===== config.mk =====
export PLATFORM = sky130hd
export DESIGN_NAME = dual_countdown_timer_irq_wake_unit_flat
export DESIGN_NICKNAME = d
export VERILOG_FILES = /design/src/dcti_pkg.sv /design/src/dcti_if.sv /design/src/dcti_core.sv /design/src/dual_countdown_timer_irq_wake_unit.sv /design/src/flat_wrapper.sv
export SDC_FILE = /design/constraint.sdc
export NUM_CORES = 1
export LEC_CHECK = 0
export CORE_MARGIN = 1.5
export CORE_UTILIZATION = 25
export DETAILED_ROUTE_END_ITERATION = 10
export DONT_BUFFER_PORTS = 1
export GPL_ROUTABILITY_DRIVEN = 0
export SYNTH_ARGS = -nofsm -noshare
export SYNTH_HDL_FRONTEND = slang
export SYNTH_SLANG_ARGS = --single-unit

===== constraint.sdc =====
create_clock -name clk -period 5.1 [get_ports clk]
set_clock_uncertainty 0.1 [all_clocks]
set_input_delay 1.53 -clock clk [delete_from_list [all_inputs] [get_ports clk]]
set_output_delay 1.53 -clock clk [all_outputs]
set_load 0.03 [all_outputs]

===== src/dcti_pkg.sv =====
// Package for the dual countdown timer block: counter width, command codes,
// control and state structs, and the input and result item types.
// No dependencies.
package dcti_pkg;

  localparam int TIMER_WIDTH = 32;
  localparam int ITEM_VALUE_WIDTH = 32;
  localparam int NUM_TIMERS = 2;

  typedef logic [TIMER_WIDTH-1:0] cnt_t;

  typedef enum logic [2:0] {
    CMD_TICK  = 3'd0,
    CMD_READ  = 3'd1,
    CMD_WRITE = 3'd2,
    CMD_WRCTL = 3'd3,
    CMD_START = 3'd4,
    CMD_STOP  = 3'd5
  } cmd_e;

  // per-timer control bits
  typedef struct packed {
    logic srq;
    logic wake;
    logic intr;
    logic run;
  } ctrl_t;

  typedef struct packed {
    cnt_t  cnt;
    ctrl_t ctl;
    logic  started;
  } timer_state_t;

  typedef struct packed {
    logic [2:0]                  command;
    logic                        chip;
    logic [ITEM_VALUE_WIDTH-1:0] value;
    logic                        new_run;
    logic                        new_intr_enable;
    logic                        new_wake_enable;
    logic                        cpu_sleeping;
    logic                        int_enable;
    logic                        master_enabled;
  } in_item_t;

  typedef struct packed {
    logic [ITEM_VALUE_WIDTH-1:0] timer_value;
    logic                        run_bit;
    logic                        intr_bit;
    logic                        wake_bit;
    logic                        service_request;
    logic                        interrupt_raised;
    logic                        wake_raised;
  } res_item_t;

endpackage


===== src/dcti_if.sv =====
// Channel interfaces for the dual countdown timer block: command item input
// and result item output, each with valid/ready and payload.
// No dependencies.
interface dcti_in_if;
  logic        valid;
  logic        ready;
  logic [2:0]  command;
  logic        chip;
  logic [31:0] value;
  logic        new_run;
  logic        new_intr_enable;
  logic        new_wake_enable;
  logic        cpu_sleeping;
  logic        int_enable;
  logic        master_enabled;

  modport source (
    output valid, command, chip, value, new_run, new_intr_enable,
           new_wake_enable, cpu_sleeping, int_enable, master_enabled,
    input  ready
  );
  modport sink (
    input  valid, command, chip, value, new_run, new_intr_enable,
           new_wake_enable, cpu_sleeping, int_enable, master_enabled,
    output ready
  );
endinterface

interface dcti_out_if;
  logic        valid;
  logic        ready;
  logic [31:0] timer_value;
  logic        run_bit;
  logic        intr_bit;
  logic        wake_bit;
  logic        service_request;
  logic        interrupt_raised;
  logic        wake_raised;

  modport source (
    output valid, timer_value, run_bit, intr_bit, wake_bit, service_request,
           interrupt_raised, wake_raised,
    input  ready
  );
  modport sink (
    input  valid, timer_value, run_bit, intr_bit, wake_bit, service_request,
           interrupt_raised, wake_raised,
    output ready
  );
endinterface


===== src/dcti_core.sv =====
// Next-state and result logic of both timers for one command item.
// Purely combinational; depends on dcti_pkg.
module dcti_core (
  input  dcti_pkg::in_item_t                          item,
  input  dcti_pkg::timer_state_t [dcti_pkg::NUM_TIMERS-1:0] st,
  output dcti_pkg::timer_state_t [dcti_pkg::NUM_TIMERS-1:0] st_nxt,
  output dcti_pkg::res_item_t                         res
);
  import dcti_pkg::*;

  typedef struct packed {
    ctrl_t ctl;
    logic  irq;
    logic  wake;
  } svc_t;

  // hold the count at all ones while an interrupt is pending
  function automatic cnt_t hold_cnt(cnt_t c, ctrl_t k, logic slp, logic gie);
    cnt_t r;
    r = c;
    if (gie && c[TIMER_WIDTH-1] && (!slp || k.wake) && k.intr) r = '1;
    return r;
  endfunction

  // service request update and interrupt / wake pulses
  function automatic svc_t svc_check(cnt_t c, ctrl_t k, logic slp);
    svc_t s;
    s.ctl  = k;
    s.irq  = 1'b0;
    s.wake = 1'b0;
    if (!c[TIMER_WIDTH-1]) begin
      s.ctl.srq = 1'b0;
    end else begin
      if (k.wake || k.intr) s.ctl.srq = 1'b1;
      if ((!slp || k.wake) && k.intr) s.irq = 1'b1;
      if (slp && k.wake) begin
        s.ctl.wake = 1'b0;
        s.wake     = 1'b1;
      end
    end
    return s;
  endfunction

  cmd_e                            cmd;
  cnt_t                            wr_cnt;
  timer_state_t [NUM_TIMERS-1:0]   v;
  svc_t         [NUM_TIMERS-1:0]   sv;
  logic         [NUM_TIMERS-1:0]   do_svc;
  logic         [NUM_TIMERS-1:0]   under;
  logic         [NUM_TIMERS-1:0]   sel;
  logic         [NUM_TIMERS-1:0]   slave_stop;
  logic         [NUM_TIMERS-1:0]   start_ok;
  logic                            any_irq;
  logic                            any_wake;
  timer_state_t                    rep;

  assign cmd    = cmd_e'(item.command);
  assign wr_cnt = item.value[TIMER_WIDTH-1:0];

  // per-timer update; the slave timer's start and stop depend on the master
  always_comb begin
    for (int i = 0; i < NUM_TIMERS; i++) begin
      v[i]          = st[i];
      do_svc[i]     = 1'b0;
      sel[i]        = (item.chip == 1'(i));
      under[i]      = (st[i].cnt == '0);
      slave_stop[i] = (i != 0) && !item.chip;
      start_ok[i]   = item.master_enabled && ((i == 0) || st[0].ctl.run) &&
                      st[i].ctl.run && !st[i].started;
      case (cmd)
        CMD_TICK: begin
          if (st[i].started) begin
            v[i].cnt  = hold_cnt(st[i].cnt - cnt_t'(1), st[i].ctl,
                                 item.cpu_sleeping, item.int_enable);
            do_svc[i] = under[i];
          end
        end
        CMD_READ: begin
          if (sel[i]) begin
            if (st[i].started)
              v[i].cnt = hold_cnt(st[i].cnt, st[i].ctl,
                                  item.cpu_sleeping, item.int_enable);
            do_svc[i] = 1'b1;
          end
        end
        CMD_WRITE: begin
          if (sel[i]) begin
            v[i].cnt  = wr_cnt;
            do_svc[i] = 1'b1;
          end
        end
        CMD_WRCTL: begin
          if (sel[i]) begin
            v[i].ctl.run  = item.new_run;
            v[i].ctl.intr = item.new_intr_enable;
            v[i].ctl.wake = item.new_wake_enable;
          end
        end
        CMD_START: begin
          if (sel[i] && start_ok[i]) begin
            v[i].started = 1'b1;
            do_svc[i]    = 1'b1;
          end
        end
        CMD_STOP: begin
          if (sel[i] || slave_stop[i]) begin
            if (st[i].started)
              v[i].cnt = hold_cnt(st[i].cnt, st[i].ctl,
                                  item.cpu_sleeping, item.int_enable);
            v[i].started = 1'b0;
          end
        end
        default: begin
        end
      endcase
      sv[i]     = svc_check(v[i].cnt, v[i].ctl, item.cpu_sleeping);
      st_nxt[i] = v[i];
      if (do_svc[i]) st_nxt[i].ctl = sv[i].ctl;
    end
  end

  // pulses from either timer
  always_comb begin
    any_irq  = 1'b0;
    any_wake = 1'b0;
    for (int i = 0; i < NUM_TIMERS; i++) begin
      any_irq  = any_irq  | (do_svc[i] & sv[i].irq);
      any_wake = any_wake | (do_svc[i] & sv[i].wake);
    end
  end

  // report the addressed timer
  assign rep                  = st_nxt[item.chip];
  assign res.timer_value      = ITEM_VALUE_WIDTH'(rep.cnt);
  assign res.run_bit          = rep.ctl.run;
  assign res.intr_bit         = rep.ctl.intr;
  assign res.wake_bit         = rep.ctl.wake;
  assign res.service_request  = rep.ctl.srq;
  assign res.interrupt_raised = any_irq;
  assign res.wake_raised      = any_wake;

endmodule


===== src/dual_countdown_timer_irq_wake_unit.sv =====
// An accepted item is registered, then processed into the result register once
// the result slot is free or being drained. Throughput: one item per cycle
// unless the output stalls; the input register and the result register part
// the two channels, the input stalls only while both are full and stalled.
// Reset (rst_n low, synchronous): counts zero, control bits clear, timers not
// started, both pipeline registers empty. Depends on dcti_pkg, dcti_if, dcti_core.
module dual_countdown_timer_irq_wake_unit (
  input  logic      clk,
  input  logic      rst_n,
  dcti_in_if.sink   in_ch,
  dcti_out_if.source out_ch
);
  import dcti_pkg::*;

  logic                          s1_valid_r;
  in_item_t                      s1_item_r;
  in_item_t                      s1_item_nxt;
  timer_state_t [NUM_TIMERS-1:0] state_r;
  timer_state_t [NUM_TIMERS-1:0] state_nxt;
  logic                          out_valid_r;
  res_item_t                     out_res_r;
  res_item_t                     out_res_nxt;
  logic                          process;
  logic                          in_take;

  // handshake: process when the result slot is free or being drained
  assign process  = s1_valid_r && (!out_valid_r || out_ch.ready);
  assign in_ch.ready = !s1_valid_r || process;
  assign in_take  = in_ch.valid && in_ch.ready;

  // gather the input item
  always_comb begin
    s1_item_nxt.command         = in_ch.command;
    s1_item_nxt.chip            = in_ch.chip;
    s1_item_nxt.value           = in_ch.value;
    s1_item_nxt.new_run         = in_ch.new_run;
    s1_item_nxt.new_intr_enable = in_ch.new_intr_enable;
    s1_item_nxt.new_wake_enable = in_ch.new_wake_enable;
    s1_item_nxt.cpu_sleeping    = in_ch.cpu_sleeping;
    s1_item_nxt.int_enable      = in_ch.int_enable;
    s1_item_nxt.master_enabled  = in_ch.master_enabled;
  end

  dcti_core u_core (
    .item   (s1_item_r),
    .st     (state_r),
    .st_nxt (state_nxt),
    .res    (out_res_nxt)
  );

  // input register
  always_ff @(posedge clk) begin
    if (!rst_n) begin
      s1_valid_r <= 1'b0;
    end else if (in_ch.ready) begin
      s1_valid_r <= in_ch.valid;
    end
    if (in_take) s1_item_r <= s1_item_nxt;
  end

  // timer state and result register
  always_ff @(posedge clk) begin
    if (!rst_n) begin
      state_r     <= '0;
      out_valid_r <= 1'b0;
    end else if (process) begin
      state_r     <= state_nxt;
      out_valid_r <= 1'b1;
    end else if (out_ch.ready) begin
      out_valid_r <= 1'b0;
    end
    if (process) out_res_r <= out_res_nxt;
  end

  assign out_ch.valid            = out_valid_r;
  assign out_ch.timer_value      = out_res_r.timer_value;
  assign out_ch.run_bit          = out_res_r.run_bit;
  assign out_ch.intr_bit         = out_res_r.intr_bit;
  assign out_ch.wake_bit         = out_res_r.wake_bit;
  assign out_ch.service_request  = out_res_r.service_request;
  assign out_ch.interrupt_raised = out_res_r.interrupt_raised;
  assign out_ch.wake_raised      = out_res_r.wake_raised;

endmodule


===== src/flat_wrapper.sv =====
// flat-port wrapper written by rule: the top's interface ports become plain ports
module dual_countdown_timer_irq_wake_unit_flat import dcti_pkg::*;
  (clk, rst_n, in_ch_valid, in_ch_command, in_ch_chip, in_ch_value, in_ch_new_run, in_ch_new_intr_enable, in_ch_new_wake_enable, in_ch_cpu_sleeping, in_ch_int_enable, in_ch_master_enabled, in_ch_ready, out_ch_valid, out_ch_timer_value, out_ch_run_bit, out_ch_intr_bit, out_ch_wake_bit, out_ch_service_request, out_ch_interrupt_raised, out_ch_wake_raised, out_ch_ready);
  dcti_in_if in_ch_i ();
  dcti_out_if out_ch_i ();
  input  logic clk;
  input  logic rst_n;
  input wire logic [$bits(in_ch_i.valid)-1:0] in_ch_valid;
  input wire logic [$bits(in_ch_i.command)-1:0] in_ch_command;
  input wire logic [$bits(in_ch_i.chip)-1:0] in_ch_chip;
  input wire logic [$bits(in_ch_i.value)-1:0] in_ch_value;
  input wire logic [$bits(in_ch_i.new_run)-1:0] in_ch_new_run;
  input wire logic [$bits(in_ch_i.new_intr_enable)-1:0] in_ch_new_intr_enable;
  input wire logic [$bits(in_ch_i.new_wake_enable)-1:0] in_ch_new_wake_enable;
  input wire logic [$bits(in_ch_i.cpu_sleeping)-1:0] in_ch_cpu_sleeping;
  input wire logic [$bits(in_ch_i.int_enable)-1:0] in_ch_int_enable;
  input wire logic [$bits(in_ch_i.master_enabled)-1:0] in_ch_master_enabled;
  output wire logic [$bits(in_ch_i.ready)-1:0] in_ch_ready;
  output wire logic [$bits(out_ch_i.valid)-1:0] out_ch_valid;
  output wire logic [$bits(out_ch_i.timer_value)-1:0] out_ch_timer_value;
  output wire logic [$bits(out_ch_i.run_bit)-1:0] out_ch_run_bit;
  output wire logic [$bits(out_ch_i.intr_bit)-1:0] out_ch_intr_bit;
  output wire logic [$bits(out_ch_i.wake_bit)-1:0] out_ch_wake_bit;
  output wire logic [$bits(out_ch_i.service_request)-1:0] out_ch_service_request;
  output wire logic [$bits(out_ch_i.interrupt_raised)-1:0] out_ch_interrupt_raised;
  output wire logic [$bits(out_ch_i.wake_raised)-1:0] out_ch_wake_raised;
  input wire logic [$bits(out_ch_i.ready)-1:0] out_ch_ready;
  assign in_ch_i.valid = in_ch_valid;
  assign in_ch_i.command = in_ch_command;
  assign in_ch_i.chip = in_ch_chip;
  assign in_ch_i.value = in_ch_value;
  assign in_ch_i.new_run = in_ch_new_run;
  assign in_ch_i.new_intr_enable = in_ch_new_intr_enable;
  assign in_ch_i.new_wake_enable = in_ch_new_wake_enable;
  assign in_ch_i.cpu_sleeping = in_ch_cpu_sleeping;
  assign in_ch_i.int_enable = in_ch_int_enable;
  assign in_ch_i.master_enabled = in_ch_master_enabled;
  assign in_ch_ready = in_ch_i.ready;
  assign out_ch_valid = out_ch_i.valid;
  assign out_ch_timer_value = out_ch_i.timer_value;
  assign out_ch_run_bit = out_ch_i.run_bit;
  assign out_ch_intr_bit = out_ch_i.intr_bit;
  assign out_ch_wake_bit = out_ch_i.wake_bit;
  assign out_ch_service_request = out_ch_i.service_request;
  assign out_ch_interrupt_raised = out_ch_i.interrupt_raised;
  assign out_ch_wake_raised = out_ch_i.wake_raised;
  assign out_ch_i.ready = out_ch_ready;
  dual_countdown_timer_irq_wake_unit u_core (.clk(clk), .rst_n(rst_n), .in_ch(in_ch_i), .out_ch(out_ch_i));
endmodule

==> flow_summary.ini, run 1 <==
[outcome]
status = complete, no violations

[place]
dp_hpwl_um = 29700
port-buffer-count = 0
place_area_mm2 = 0.0109

[floorplanning]
io_pins = 86
design.core.area_mm2 = 0.0409
fp.dieH_um = 207
rows = 74
start_util = 0.253
dieWidth_um = 207
die_area_mm2 = 0.0427

[global_route]
grt_pass1_wl_um = 63400
grt_antenna_before_repair = 2
grt_usage = 0.196
first_global_vias = 9904
grt_overflow = 0
grt_max_degree = 99

[finish]
top_register = u_core.state_r
final_common_cell = o21ai_0
area_growth_pct = 10.8
design_area_mm2 = 0.0115
nNetsFinal = 1307
largest_register_ffs = 72
drive_above_1_share = 0.0763
layout_common_cells = 166 x o21ai_0, 160 x nor2_1, 129 x a21oi_1, 90 x nand2_1, 80 x edfxtp_1

[worst_setup_path]
path_max_fanout = 23
reg2regPathDepth = 7
rr_startpoint = u_core.state_r[12]
critPathKind = reg -> reg
timing.critical_path.arrival_ns = 4.24
rr_endpoint = u_core.out_ch.timer_value[2]
worstSetupStartpoint = u_core.state_r[12]
worstPathRequired_ns = 5.16
start_kind = flop
critPathCaptureType = flop
r2r_setup_slack_ns = 0.92

[synthesis]
synthFlopType = edfxtp_1
postSynthAreaPerCell_um2 = 7.86
syn-num-nets = 1367
async_reset_ff_frac = 0
ys_seq_area_frac = 0.378
ys_types = 77
ys_warn_count = 0
ys_seq_elements = 156
synthCells = 1319
synth-edff-count = 80
synth_area_mm2 = 0.0104

[hold_path]
holdPathEnd = u_core.state_r[38]
hold_depth = 2
min_from = u_core.state_r[38]
min_path_type = reg -> reg

[clocking]
clk_latency_ns = 0.44
cts_buffer_depth = 2
clkTransAtPathRegs_ns = 0.07
ctsHoldBuffers = 0
cts_root_buffer = clkbuf_16
clock_sinks = 156
cts_buffers = 17
cts_tree = built
cts_setup_buffers = 0
cts-resized-gates = 0
h-tree-depth = 4

[job]
cap_violations = 0

[sta]
hold_violations = 0
finalCritPeriodShare = 0.820
setup_violations = 0
rsz0062_at_grt = no
tightest_slew_ns = 1.12
fin_crit_ns = 4.18
fmax_ghz = 0.239
slew_violations = 0
slew_headroom = 0.253
tns_ns = 0

[power]
power_density_mw_per_mm2 = 298
leakagePower_nw = 3.94
vdd_drop_max_mv = 0.183

[drt]
ant_nets = 0
totalWireLength_um = 42100
route.detailed.drc = 0
num_vias = 10927
drtIter0Drc = 1597
wl_per_cell_um = 23.3
vias_per_cell = 6.05
drtPass1Iterations = 6
==> synthesized netlist by cell type (7+ instances only) <==
cell type	number	area, um2
o21ai_0	166	831
nor2_1	163	612
a21oi_1	129	646
clkbuf_1	101	379
nand2_1	90	338
edfxtp_1	80	2400
dfxtp_1	76	1520
nor3_1	55	275
mux2i_1	35	350
nand3_1	31	155
nor4_1	24	150
a31oi_1	23	144
and3_1	22	138
inv_1	21	78.8
a211oi_1	19	143
or4_1	19	143
or3_1	17	106
o211ai_1	16	120
nand4_1	15	93.8
nand2b_1	13	81.3
o211a_1	11	110
o22ai_1	11	68.8
buf_1	10	37.5
o21a_1	10	75.1
a21o_1	9	67.6
a311oi_1	9	78.8
and2_1	9	56.3
nor2b_1	9	56.3
a221oi_1	7	61.3
o221ai_1	7	61.3
==> power breakdown <==
group	internal, W	switching [W]
combinational	0.000192	0.000402
clock	0.000707	0.000619
sequential	0.00139	0.000119
==> layout make-up <==
cell class | instances | area (um2)
clock inverters | 14 | 149
clock buffers | 18 | 439
fillers | 4374 | 29400
flip-flops and latches | 156 | 3920
repair buffers | 38 | 298
well taps | 532 | 666
inverters | 24 | 92.6
diodes | 2 | 5.00
multi-input cells | 1022 | 5920
==> cell families after synthesis <==
logic type | after synthesis | synth area share
adder cells (fa/ha/maj) | 2 | 0.00241
flip-flops | 156 | 0.378
buffers and inverters | 141 | 0.0524
AND/OR/NAND/NOR | 488 | 0.232
multiplexers | 39 | 0.0381
XOR/XNOR | 8 | 0.00676
AO/OA/AOI/OAI | 485 | 0.290
==> worst max-delay path by stage <==
stage | end | cells after the start
after floorplan | u_core.out_ch.interrupt_raised | 5
after global placement | u_core.out_ch.timer_value[2] | 7
after detailed placement | u_core.out_ch.timer_value[2] | 7
after CTS | u_core.out_ch.timer_value[2] | 7
after global routing | u_core.out_ch.timer_value[18] | 7
final | u_core.out_ch.timer_value[2] | 7
==> metrics by stage <==
step / hold slack [ns] / std cells / utilization / total power (W) / worst slack [ns]
detailed placement: 0.390 / 1772 / 0.266 / 0.00210 / 1.06
global placement: 0.370 / 1772 / 0.266 / 0.00209 / 1.10
global route: 0.439 / 1804 / 0.281 / 0.00354 / 0.747
finish: 0.394 / 1806 / 0.281 / 0.00343 / 0.920
floorplan: 0.354 / 1319 / - / 0.00190 / 1.16
CTS: 0.402 / 1804 / 0.281 / 0.00341 / 1.03
==> worst max-delay path, stage by stage (launching register included) <==
cell	delay [ns]
dfxtp_1	0.38
or4_4	0.58
or4_1	0.59
nor3_2	0.46
o211a_1	0.81
a31oi_1	0.21
o311ai_0	0.58
o21ai_0	0.17
==> layer usage <==
metal,global-route usage,share of wire,up-vias
li1,-,-,4850
met1,0.273,0.41,5133
met2,0.297,0.43,827
met3,0.0498,0.13,117
met4,0.0622,0.033,0
met5,0,0,-
Note: power is estimated with default switching activity, not from simulation.
==> run 2, diff against run 1 <==
==> constraint.sdc (replaced) <==
create_clock -name clk -period 4.3 [get_ports clk]
set_clock_uncertainty 0.1 [all_clocks]
set_input_delay 1.29 -clock clk [delete_from_list [all_inputs] [get_ports clk]]
set_output_delay 1.29 -clock clk [all_outputs]
set_load 0.03 [all_outputs]
==> flow_summary.ini, run 2 (same netlist as run 1, synthesis figures left out) <==
[place]
place_ws_ns = 0.572
port-buffer-count = 0
place_area_mm2 = 0.0111
dp_hpwl_um = 31000
numPlacedInstances = 1792

[finish]
nNetsFinal = 1327
diodes = 0
final_common_cell = o21ai_0
final_cells = 1824
design_area_mm2 = 0.0117
top_register = u_core.state_r
layout_common_cells = 166 x o21ai_0, 160 x nor2_1, 129 x a21oi_1, 90 x nand2_1, 80 x edfxtp_1
drive_above_1_share = 0.0906
area_growth_pct = 12.6
nFillCells = 4366
utilization = 0.285
largest_register_ffs = 72

[clocking]
cts_tree = built
cts_setup_buffers = 0
h-tree-depth = 4
cts-resized-gates = 0
cts_root_buffer = clkbuf_16
clkTransAtPathRegs_ns = 0.08
clock_sinks = 156
cts_buffer_depth = 2
ctsHoldBuffers = 0
cts_buffers = 17
clk_latency_ns = 0.45

[sta]
tns_ns = 0
finalCritPeriodShare = 0.908
fmax_ghz = 0.256
rsz0062_at_grt = no
setup_ws_ns = 0.397
tightest_slew_ns = 1.14
fin_crit_ns = 3.90
slew_headroom = 0.236
setup_violations = 0
hold_violations = 0
slew_violations = 0

[drt]
totalWireLength_um = 43300
drtIter0Drc = 1858
ant_nets = 0
wl_per_cell_um = 23.7
vias_per_cell = 6.02
num_vias = 10987
drtPass1Iterations = 6
route.detailed.drc = 0

[floorplanning]
fp.dieH_um = 207
start_util = 0.253
io_pins = 86
dieWidth_um = 207
design.core.area_mm2 = 0.0409
rows = 74
die_area_mm2 = 0.0427

[global_route]
grt_overflow = 0
grt_pass1_wl_um = 63800
grt_usage = 0.198
first_global_vias = 9986
grt_max_degree = 99
grt_antenna_before_repair = 0

[worst_setup_path]
path_max_fanout = 11
critPathKind = reg -> reg
start_kind = flop
rr_startpoint = u_core.state_r[12]
worstPathRequired_ns = 4.35
reg2regPathDepth = 8
r2r_setup_slack_ns = 0.40
timing.critical_path.arrival_ns = 3.95
rr_endpoint = u_core.out_ch.timer_value[14]
critPathCaptureType = flop

[power]
vdd_drop_max_mv = 0.217
leakagePower_nw = 4.06
power_density_mw_per_mm2 = 355

[hold_path]
holdPathEnd = u_core.state_r[38]
min_from = u_core.state_r[38]
hold_depth = 2
min_path_type = reg -> reg

[job]
cap_violations = 0

[outcome]
status = complete, no violations
## run 2: changes by cell type in the layout (fill, tap and decap cells not counted), sizes merged
cell      delta
clkbuf       -1
clkinv       +2
clkinvlp     -1
buf         +20
diode        -2
## run 2: power breakdown
group	switching, W	internal (W)
registers	0.000137	0.00165
clock network	0.000790	0.000845
logic	0.000487	0.000237
## run 2: worst max path at each step
stage / startpoint / to / slack, ns / cells after the start
2_1_floorplan: out_ch_ready / u_core.out_ch.interrupt_raised / 0.60 / 5
3_3_place_gp: u_core.state_r[73] / u_core.out_ch.timer_value[9] / 0.59 / 8
3_5_place_dp: u_core.state_r[12] / u_core.out_ch.timer_value[7] / 0.57 / 9
4_1_cts: u_core.state_r[12] / u_core.out_ch.timer_value[7] / 0.57 / 9
5_1_grt: u_core.state_r[12] / u_core.out_ch.timer_value[9] / 0.31 / 9
6_report: u_core.state_r[12] / u_core.out_ch.timer_value[14] / 0.40 / 8
## run 2: layout make-up
type,instances,area [um2],share of cell area
clock buffers,17,425,0.0364
clock inverters,15,195,0.0167
inverters,24,92.6,0.00793
multi-input cells,1022,5920,0.507
flip-flops and latches,156,3920,0.336
well taps,532,666,0.0570
repair buffers,58,460,0.0394
## run 2: metrics by stage
| stage | total power [W] | hold slack (ns) |
|---|---|---|
| finish | 0.00414 | 0.389 |
| CTS | 0.00412 | 0.383 |
| floorplan | 0.00225 | 0.354 |
| global route | 0.00425 | 0.413 |
| detailed placement | 0.00251 | 0.372 |
| global placement | 0.00250 | 0.367 |
## run 2: critical path, stage by stage, from the launching register on
cell       delay (ns)
dfxtp_1          0.38
or4_4            0.59
or4_1            0.60
nor3_2           0.42
o211a_1          0.50
nor2_1           0.13
nor4_1           0.49
a2111oi_0        0.19
o21bai_1         0.22
## run 2: per-layer routing
layer	wire, um	global-route usage
met4	1660	0.0730
met1	17900	0.274
met3	5470	0.0479
met5	0	0
met2	18300	0.299
